===== src/sv/saot_pkg.sv =====
// package for the stepped auto-off timer
// holds request and result types, operation codes and the step duration table
// no dependencies
`default_nettype none

package saot_pkg;

  localparam int unsigned SEC_W    = 21;
  localparam int unsigned STEP_W   = 4;
  localparam int unsigned TVAL_W   = 10;
  localparam int unsigned SPU_W    = 12;
  localparam int unsigned TPS_W    = 16;
  localparam int unsigned IN_TDATA_W  = 8;
  localparam int unsigned IN_TUSER_W  = 2;
  localparam int unsigned OUT_TDATA_W = 40;

  localparam logic [SEC_W-1:0] SEC_MAX = {SEC_W{1'b1}};

  typedef enum logic [1:0] {
    OP_TICK    = 2'd0,
    OP_SET     = 2'd1,
    OP_ADVANCE = 2'd2,
    OP_NONE    = 2'd3
  } op_t;

  localparam logic CFG_SPU = 1'b0;
  localparam logic CFG_TPS = 1'b1;

  typedef struct packed {
    op_t               operation;
    logic [STEP_W-1:0] step_value;
    logic              power_on;
  } req_t;

  typedef struct packed {
    logic [STEP_W-1:0] current_step;
    logic [SEC_W-1:0]  remaining_seconds;
    logic [TVAL_W-1:0] step_table_value;
    logic              auto_off;
  } res_t;

  function automatic logic [TVAL_W-1:0] step_dur(input logic [STEP_W-1:0] s);
    logic [TVAL_W-1:0] v;
    case (s)
      4'd0:    v = 10'd0;
      4'd1:    v = 10'd15;
      4'd2:    v = 10'd30;
      4'd3:    v = 10'd45;
      4'd4:    v = 10'd60;
      4'd5:    v = 10'd120;
      4'd6:    v = 10'd180;
      4'd7:    v = 10'd240;
      4'd8:    v = 10'd300;
      4'd9:    v = 10'd360;
      4'd10:   v = 10'd420;
      4'd11:   v = 10'd480;
      default: v = 10'd540;
    endcase
    return v;
  endfunction

endpackage

`default_nettype wire


===== src/sv/saot_in_reg.sv =====
// input register of the stepped auto-off timer
// captures one request per cycle when not stalled; depends on saot_pkg
`default_nettype none

module saot_in_reg
  import saot_pkg::*;
(
  input  wire logic                  clk,
  input  wire logic                  rst_n,
  input  wire logic                  in_tvalid,
  output logic                       in_tready,
  input  wire logic [IN_TDATA_W-1:0] in_tdata,
  input  wire logic [IN_TUSER_W-1:0] in_tuser,
  input  wire logic                  adv,
  output logic                       req_valid,
  output req_t                       req
);

  logic vld_r;
  logic vld_nxt;
  req_t req_r;

  assign in_tready = !vld_r || adv;

  always_comb begin
    vld_nxt = vld_r;
    if (in_tready) begin
      vld_nxt = in_tvalid;
    end
  end

  always_ff @(posedge clk) begin
    if (!rst_n) begin
      vld_r <= 1'b0;
    end else begin
      vld_r <= vld_nxt;
    end
  end

  always_ff @(posedge clk) begin
    if (in_tready && in_tvalid) begin
      req_r.operation  <= op_t'(in_tuser[1:0]);
      req_r.step_value <= in_tdata[3:0];
      req_r.power_on   <= in_tdata[4];
    end
  end

  assign req_valid = vld_r;
  assign req       = req_r;

endmodule

`default_nettype wire


===== src/sv/saot_core.sv =====
// timer state and per-request update of the stepped auto-off timer
// holds configuration and countdown state; depends on saot_pkg
`default_nettype none

module saot_core
  import saot_pkg::*;
#(
  parameter int STEP_COUNT = 13
) (
  input  wire logic              clk,
  input  wire logic              rst_n,
  input  wire logic              cfg_valid,
  input  wire logic              cfg_index,
  input  wire logic [TPS_W-1:0]  cfg_data,
  input  wire logic              req_valid,
  input  wire req_t              req,
  input  wire logic              adv,
  output res_t                   res
);

  logic [SPU_W-1:0]  spu_r, spu_nxt;
  logic [TPS_W-1:0]  tps_r, tps_nxt;
  logic [STEP_W-1:0] step_r, step_nxt;
  logic [STEP_W-1:0] lstep_r, lstep_nxt;
  logic [SEC_W-1:0]  rem_r, rem_nxt;
  logic [SEC_W-1:0]  total_r, total_nxt;
  logic [TPS_W-1:0]  tis_r, tis_nxt;
  logic [SEC_W-1:0]  ela_r, ela_nxt;
  logic [TVAL_W-1:0] lval_r, lval_nxt;

  logic              fire;
  logic              in_range;
  logic              reload;
  logic [STEP_W-1:0] step_dn;
  logic [STEP_W-1:0] step_adv;
  logic [STEP_W-1:0] mul_sel;
  logic [SEC_W:0]    prod;
  logic [SEC_W-1:0]  level;
  logic [TPS_W-1:0]  tick_inc;
  logic              second;
  logic [SEC_W-1:0]  ela_inc;
  logic [SEC_W-1:0]  rem_sec;
  logic              pulse;

  assign fire     = req_valid && adv;
  assign in_range = {1'b0, step_r} < 5'(STEP_COUNT);
  assign reload   = lstep_r != step_r;
  assign step_dn  = step_r - 4'd1;
  assign mul_sel  = reload ? step_r : step_dn;
  assign prod     = (SEC_W+1)'(step_dur(mul_sel)) * (SEC_W+1)'(spu_r);
  assign level    = prod[SEC_W] ? SEC_MAX : prod[SEC_W-1:0];
  assign tick_inc = tis_r + 16'd1;
  assign second   = tick_inc >= tps_r;
  assign ela_inc  = (ela_r != SEC_MAX) ? ela_r + 21'd1 : ela_r;
  assign rem_sec  = (total_r > ela_inc) ? total_r - ela_inc : '0;

  // advance with wrap, one constant entry per step
  always_comb begin
    step_adv = '0;
    for (int i = 0; i < 16; i++) begin
      if (step_r == STEP_W'(i)) begin
        step_adv = STEP_W'((i + 1) % STEP_COUNT);
      end
    end
  end

  always_comb begin
    spu_nxt = spu_r;
    tps_nxt = tps_r;
    if (cfg_valid) begin
      case (cfg_index)
        CFG_SPU: spu_nxt = cfg_data[SPU_W-1:0];
        CFG_TPS: tps_nxt = cfg_data;
        default: ;
      endcase
    end
  end

  always_comb begin
    step_nxt  = step_r;
    lstep_nxt = lstep_r;
    rem_nxt   = rem_r;
    total_nxt = total_r;
    tis_nxt   = tis_r;
    ela_nxt   = ela_r;
    lval_nxt  = lval_r;
    pulse     = 1'b0;
    case (req.operation)
      OP_SET: begin
        step_nxt = req.step_value;
        if (req.step_value == '0) begin
          rem_nxt = '0;
        end
      end
      OP_ADVANCE: begin
        step_nxt = step_adv;
        if (step_adv == '0) begin
          rem_nxt = '0;
        end
      end
      OP_TICK: begin
        if (in_range) begin
          if (reload) begin
            lstep_nxt = step_r;
            lval_nxt  = step_dur(step_r);
            rem_nxt   = level;
            total_nxt = level;
            tis_nxt   = '0;
            ela_nxt   = '0;
          end
          if (step_r != '0) begin
            if (!reload) begin
              tis_nxt = tick_inc;
              if (second) begin
                tis_nxt = '0;
                ela_nxt = ela_inc;
                rem_nxt = rem_sec;
                if (rem_sec <= level) begin
                  step_nxt = step_dn;
                end
                if (rem_sec == '0) begin
                  pulse = 1'b1;
                end
              end
            end
          end else begin
            rem_nxt = '0;
          end
          if (!req.power_on) begin
            step_nxt = '0;
            rem_nxt  = '0;
          end
        end
      end
      default: ;
    endcase
  end

  always_ff @(posedge clk) begin
    if (!rst_n) begin
      spu_r   <= 12'd60;
      tps_r   <= 16'd1000;
      step_r  <= '0;
      lstep_r <= '0;
      rem_r   <= '0;
      total_r <= '0;
      tis_r   <= '0;
      ela_r   <= '0;
      lval_r  <= '0;
    end else begin
      spu_r <= spu_nxt;
      tps_r <= tps_nxt;
      if (fire) begin
        step_r  <= step_nxt;
        lstep_r <= lstep_nxt;
        rem_r   <= rem_nxt;
        total_r <= total_nxt;
        tis_r   <= tis_nxt;
        ela_r   <= ela_nxt;
        lval_r  <= lval_nxt;
      end
    end
  end

  assign res.current_step      = step_nxt;
  assign res.remaining_seconds = rem_nxt;
  assign res.step_table_value  = lval_nxt;
  assign res.auto_off          = pulse;

endmodule

`default_nettype wire


===== src/sv/saot_out_reg.sv =====
// result register of the stepped auto-off timer
// packs one result per request onto the output stream; depends on saot_pkg
`default_nettype none

module saot_out_reg
  import saot_pkg::*;
(
  input  wire logic                   clk,
  input  wire logic                   rst_n,
  input  wire logic                   res_valid,
  input  wire res_t                   res,
  output logic                        adv,
  output logic                        out_tvalid,
  input  wire logic                   out_tready,
  output logic [OUT_TDATA_W-1:0]      out_tdata
);

  logic                   vld_r;
  logic [OUT_TDATA_W-1:0] data_r;

  assign adv = !vld_r || out_tready;

  always_ff @(posedge clk) begin
    if (!rst_n) begin
      vld_r <= 1'b0;
    end else if (adv) begin
      vld_r <= res_valid;
    end
  end

  always_ff @(posedge clk) begin
    if (adv && res_valid) begin
      data_r <= {4'd0, res.auto_off, res.step_table_value,
                 res.remaining_seconds, res.current_step};
    end
  end

  assign out_tvalid = vld_r;
  assign out_tdata  = data_r;

endmodule

`default_nettype wire


===== src/sv/stepped_auto_off_timer.sv =====
// top level of the stepped auto-off timer
// joins input register, timer core and result register; depends on saot_pkg
//
//   port group  direction  carries
//   in_*        in         one request: tick, set step or advance step
//   out_*       out        one result per request
//   cfg_*       in         register writes: 0 seconds per unit, 1 ticks per second
//
// a request passes the input, then the result register; one per cycle unless stalled
// the timer state updates in one pass as a request moves into the result register
// reset clears the countdown state and loads 60 s per unit and 1000 ticks per second
// a stalled result holds the core; the input register still takes one request
`default_nettype none

module stepped_auto_off_timer
  import saot_pkg::*;
#(
  parameter int STEP_COUNT = 13
) (
  input  wire logic                   clk,
  input  wire logic                   rst_n,
  input  wire logic                   in_tvalid,
  output logic                        in_tready,
  input  wire logic [IN_TDATA_W-1:0]  in_tdata,   // step_value[3:0], power_on[4], zeros
  input  wire logic [IN_TUSER_W-1:0]  in_tuser,   // operation[1:0]
  output logic                        out_tvalid,
  input  wire logic                   out_tready,
  output logic [OUT_TDATA_W-1:0]      out_tdata,  // current_step[3:0],
                                                  // remaining_seconds[24:4],
                                                  // step_table_value[34:25],
                                                  // auto_off[35], zeros
  input  wire logic                   cfg_valid,
  output logic                        cfg_ready,
  input  wire logic                   cfg_index,
  input  wire logic [TPS_W-1:0]       cfg_data
);

  logic req_valid;
  req_t req;
  logic adv;
  res_t res;

  assign cfg_ready = 1'b1;

  saot_in_reg u_in (
    .clk       (clk),
    .rst_n     (rst_n),
    .in_tvalid (in_tvalid),
    .in_tready (in_tready),
    .in_tdata  (in_tdata),
    .in_tuser  (in_tuser),
    .adv       (adv),
    .req_valid (req_valid),
    .req       (req)
  );

  saot_core #(
    .STEP_COUNT (STEP_COUNT)
  ) u_core (
    .clk       (clk),
    .rst_n     (rst_n),
    .cfg_valid (cfg_valid),
    .cfg_index (cfg_index),
    .cfg_data  (cfg_data),
    .req_valid (req_valid),
    .req       (req),
    .adv       (adv),
    .res       (res)
  );

  saot_out_reg u_out (
    .clk        (clk),
    .rst_n      (rst_n),
    .res_valid  (req_valid),
    .res        (res),
    .adv        (adv),
    .out_tvalid (out_tvalid),
    .out_tready (out_tready),
    .out_tdata  (out_tdata)
  );

endmodule

`default_nettype wire

===== config.mk =====
export PLATFORM = sky130hd
export DESIGN_NAME = stepped_auto_off_timer
export DESIGN_NICKNAME = d
export VERILOG_FILES = /design/src/sv/saot_pkg.sv /design/src/sv/saot_in_reg.sv /design/src/sv/saot_core.sv /design/src/sv/saot_out_reg.sv /design/src/sv/stepped_auto_off_timer.sv
export SDC_FILE = /design/constraint.sdc
export NUM_CORES = 1
export LEC_CHECK = 0
export BUFFER_PORTS_ARGS = -buffer_cell sky130_fd_sc_hd__buf_2
export CAP_MARGIN = 20
export CELL_PAD_IN_SITES_DETAIL_PLACEMENT = 0
export CELL_PAD_IN_SITES_GLOBAL_PLACEMENT = 1
export CORE_ASPECT_RATIO = 0.7
export CORE_MARGIN = 3
export CORE_UTILIZATION = 52
export DETAILED_ROUTE_END_ITERATION = 6
export GPL_TIMING_DRIVEN = 0
export PLACE_DENSITY = 0.9
export SLEW_MARGIN = 20
export SYNTH_ARGS = -nofsm -noshare
export SYNTH_HDL_FRONTEND = slang
export SYNTH_SLANG_ARGS = --single-unit

===== constraint.sdc =====
create_clock -name clk -period 14.82 [get_ports clk]
set_input_delay 2.223 -clock clk [delete_from_list [all_inputs] [get_ports clk]]
set_output_delay 2.223 -clock clk [all_outputs]
set_load 0.02 [all_outputs]

Word level (Yosys, flattened, before mapping)
Memory sizes are Yosys's and may differ from the RTL's. A register that Yosys moved wholly into a read port is not among the register bits.
Cells that the tools add are included.
- $add $sub $neg: 4
- $mul: 1
- div/mod/pow operators: 0
- order comparisons: 4
- eq/ne operators: 19
- shift-type cells: 0
- mux-type cells: 50
- bitwise logic cells: 5
- reduce and logical (&&, ||, !) cells: 17
- operator list (cell ; count):
    two-way mux 21 bit ; 15
    two-way mux 4 bit ; 18
    two-way mux 16 bit ; 4
    one-hot mux 21 bit (3 select lines) ; 1
    equality test 4 bit (second input constant) ; 8
    two-way mux 10 bit ; 3
    multiplier 10 x 12 -> 22 bit ; 1
    adder 21 x 1 -> 21 bit (second input constant) ; 1
    greater-than comparator 21 bit ; 1
    <= comparator 21 bit ; 1
    logical NOT 21 bit ; 1
    != test 21 bit (second input constant) ; 1
    subtractor 21 bit ; 1
    adder 16 x 1 -> 16 bit (second input constant) ; 1
    equality test 4 x 3 -> 1 bit (second input constant) ; 4
    >= comparator 16 bit ; 1
    logical NOT 4 bit ; 3
    two-way mux 3 bit ; 4
    one-hot mux 4 bit (3 select lines) ; 1
    equality test 4 x 2 -> 1 bit (second input constant) ; 2
    inverter 1 bit ; 5
    OR reduction 5 bit ; 1
    equality test 4 x 1 -> 1 bit (second input constant) ; 1
    less-than comparator 4 bit (second input constant) ; 1
    14 further kinds ; 20
- flip-flop bits (word level): 170
- bits in latches: 0
- memory bits (writable): 0
- memory bits (read-only): 320
- bits of input ports: 32
- output and inout bits: 43
- logic and storage cells: 118
- memories kept: 2
- memories (memory ; depth ; width ; rd ports ; clocked after Yosys merged registers in ; wr ports ; RTL line ; text):
    (no name shown) ; 16 ; 10 ; 1 ; 1 ; 0 ; saot_pkg.sv:44 ; case (s)
    (no name shown) ; 16 ; 10 ; 1 ; 0 ; 0 ; saot_pkg.sv:44 ;

Logic depth before layout (Yosys ltp)
- depth after elaboration: 20
- mapped depth: 46
- depth with buffers taken out: 43

Modules after synthesis
A second synthesis with hierarchy kept.
- cell total of the unflattened synthesis: 1816
- area total of the unflattened synthesis: 15117.0 µm²
- modules (own cells, without submodules) (module ; times used ; cells each ; area each (µm²) ; seq. area each (µm²)):
    saot_core ; 1 ; 1756 ; 13665.6 ; 2702.6
    saot_out_reg ; 1 ; 46 ; 1172.4 ; 1101.1
    saot_in_reg ; 1 ; 12 ; 267.8 ; 230.2
    stepped_auto_off_timer ; 1 ; 2 ; 11.3 ; 0.0

Worst setup path before layout
No wires, ideal clock.
- path type: reg2reg
- start point: reg u_core.step_r[0]
- end point: reg (tool-made name)
- arrival: 9.671 ns
- data required time: 14.700 ns
- path slack: 5.029 ns
- cell stages (with the launch flop): 45
- buffers on the path: 4
- clock period less this slack: 9.791 ns
- cells stage by stage: dfxtp_1 > clkbuf_1 > inv_1 > ha_1 > clkbuf_1 > o21ai_0 > nor2b_1 > a21oi_1 > xnor2_1 > and2_1 > nor2_1 > clkbuf_1 > nand2_1 > fa_1 > inv_1 > fa_1 > inv_1 > fa_1 > [... 9 more ...] > o22ai_1 > a211oi_1 > xnor2_1 > clkbuf_1 > nor2_1 > ha_1 > and3_1 > nand4_1 > nor4_1 > a31oi_2 > nor4_2 > o21a_1 > nor2_1 > o221ai_1 > inv_1 > ha_1 > or3b_1 > a21boi_1
- RTL lines (element ; RTL line ; text):
    from (decl) ; saot_core.sv:23 ; logic [STEP_W-1:0] step_r, step_nxt;
    from (signal assigned) ; saot_core.sv:154 ; step_r <= step_nxt;

==> metrics.csv <==
stage,metric,value,unit
global_routing,grtUsageTotal,0.281,
clock_tree,tritoncts,done,
drt,drtIter0Drc,1124,
cells_and_area,layout_common_cells,"nand2_1, nor2_1, dfxtp_1",
drt,wl,41300,um
clock_tree,clkTransAtPathRegs,70,ps
cells_and_area,postLayoutCoreUtil,0.585,
cells_and_area,nets,2040,
critical_path,slowest_stage,nor4_2,
global_routing,antenna_found_initial,0,
global_routing,grt_pass1_vias,12000,
drt,vias,12800,
pwr,power-per-cell-area,180,mW/mm2
sta,fin_skew,15.9,ps
sta,setup_violations,0,
pwr,finalPower,2840,uW
clock_tree,cts_resized,0,
critical_path,r2r_setup_slack,2500,ps
logic_synthesis,synth_edf_count,43,
critical_path,slowest_delay,650,ps
logic_synthesis,async_flop_share,0,
cells_and_area,final_common_cell,nand2_1,
critical_path,crit_arrival,12660,ps
floorplanning,die-area,0.0297,mm2
global_routing,grt_overflow_total,0,
logic_synthesis,synthDistinctLibCells,74,
clock_tree,cts-htree-levels,4,
pwr,vdd_drop_max,174,uV
sta,slew_viol_final,0,
logic_synthesis,syn_area_per_cell,8.38,um2
clock_tree,root_buffer,clkbuf_16,
logic_synthesis,ys_seq_area_frac,0.280,
sta,rsz0062_at_grt,no,
sta,hold_slack,456,ps
clock_tree,cts_inserted_buffers,17,
cells_and_area,area_delta_synth_final,9.67,%
critical_path,path_class,register to register,
worst_hold_path,min-delay-start,u_core.tps_r[14],
clock_tree,cts_setup_buffers,0,
logic_synthesis,syn_area,0.0144,mm2
floorplanning,chipWidth,205,um
logic_synthesis,synth-seq-cells,180,
critical_path,required,15160,ps
sta,tightestPinTransition,1020,ps
run,drv_cap,0,
pwr,leakagePower,0.00683,uW
sta,setup_tns,0,ps
drt,viasPerCell,5.85,
sta,final.min_clock_period,12320,ps
clock_tree,cts.sinks,180,
sta,finalHoldViolCount,0,
critical_path,start_kind,register,
drt,drc,0,
drt,drtPass1Iterations,5,
critical_path,cp_max_fo,10,
place,gp_congestion,0.962,
sta,relSlewSlack,0.321,
worst_hold_path,hold_class,register to register,
drt,postRouteAntennaNets,0,
cells_and_area,layout-drive-gt1-share,0.0737,
global_routing,grt_pass1_wl,66000,um
place,portBuffers,66,
clock_tree,clk_latency,460,ps
critical_path,regToRegStartpoint,u_core.step_r[0],
floorplanning,dieHeight,145,um
floorplanning,start_util,0.534,
worst_hold_path,hold_path_end,u_core.tps_r[14],
status,status,"complete, no violations",
floorplanning,core-area,0.0270,mm2
place,place_hpwl,32700,um
critical_path,r2r_cells,42,
worst_hold_path,hold_path_depth,2,
sta,fin_crit_sh,0.831,
critical_path,end_kind,register,
clock_tree,clk_path_buf_depth,2,
clock_tree,cts_hold_buf,0,
floorplanning,ios,75,
floorplanning,row_count,50,
drt,wl_per_cell,18.9,um
sta,max_freq,81.2,MHz
cells_and_area,antenna_cells,0,
global_routing,grt_max_degree,46,
logic_synthesis,synth-main-ff-cell,dfxtp_1,
logic_synthesis,synth-warning-count,0,
logic_synthesis,synthesis.instances,1716,
-- worst max path at each step --
stage / from / end / cells after the start
after global placement: u_core.step_r[0] / register / 44
final: u_core.step_r[0] / register / 42
after global routing: u_core.step_r[0] / register / 45
after detailed placement: u_core.step_r[0] / register / 44
after CTS: u_core.step_r[0] / register / 44
after floorplan: u_core.step_r[0] / register / 44
-- critical path: cells and delay by family (launching register included) --
family / cells / cell delay (ps)
flops: 1 / 360
fa+ha+maj: 9 / 3810
compound gates: 10 / 2170
buf+inv: 9 / 2200
simple gates: 12 / 2930
xor+xnor: 2 / 700
-- cell type report --
cell class	count	area, um2
Buffer	94	385
Timing Repair Buffer	66	330
Fill cell	2564	11200
Clock inverter	14	161
Inverter	116	435
Multi-Input combinational cell	1329	9550
Tap cell	364	455
Sequential cell	180	4030
Clock buffer	18	429
-- per-layer routing --
layer | GRT usage | up-vias | part of all wire
li1 | - | 6093 | -
met1 | 0.442 | 6147 | 0.50
met2 | 0.398 | 469 | 0.41
met3 | 0.0520 | 45 | 0.074
met4 | 0.0567 | 0 | 0.015
met5 | 0 | - | 0
-- per-stage QoR --
step | setup slack [ps] | instances | instance area, um2
6_report | 2500 | 2181 | 15800
5_1_grt | 1660 | 2181 | 15800
3_3_place_gp | 2830 | 2149 | 15200
4_1_cts | 2670 | 2181 | 15800
3_5_place_dp | 2690 | 2149 | 15200
2_1_floorplan | 5030 | 1719 | 14400
-- kinds of logic after synthesis --
kind of cell             Yosys count  share of synthesized area
AO/OA/AOI/OAI                    398                      0.177
XOR/XNOR                          77                     0.0469
adder cells (fa/ha/maj)          204                      0.219
buffers and inverters            210                     0.0568
flip-flops                       180                      0.280
multiplexers                      15                     0.0115
other                              2                   0.000522
AND/OR/NAND/NOR                  630                      0.208
-- where the power goes --
| group | total [uW] | internal [uW] | switching [uW] | leakage [uW] |
|---|---|---|---|---|
| clock network | 465 | 241 | 225 | 0.000289 |
| logic | 1850 | 671 | 1180 | 0.00502 |
| registers | 525 | 518 | 7.08 | 0.00152 |
-- cell usage after synthesis (50+ instances only) --
| cell | instances | share of area |
|---|---|---|
| nand2_1 | 218 | 0.057 |
| nor2_1 | 160 | 0.042 |
| dfxtp_1 | 137 | 0.19 |
| a21oi_1 | 129 | 0.045 |
| ha_1 | 125 | 0.11 |
| inv_1 | 115 | 0.030 |
| clkbuf_1 | 83 | 0.022 |
| o21ai_0 | 80 | 0.028 |
| fa_1 | 79 | 0.11 |
| and2_1 | 53 | 0.023 |
| nor2b_1 | 51 | 0.022 |
| xnor2_1 | 50 | 0.030 |
-- state kept, by name, indices dropped and copies added, names as in the netlist, named ones only --
name,cells
u_core.tis_r,16
u_core.step_r,4
u_core.tps_r,16
u_core.spu_r,12
u_core.ela_r,21
u_core.lstep_r,4
u_core.total_r,21
u_out.out_tdata,36
u_in.req,7
u_out.out_tvalid,1
u_core.lval_r,10
u_in.req_valid,1
u_core.rem_r,21
(Power assumes the default switching activity.)
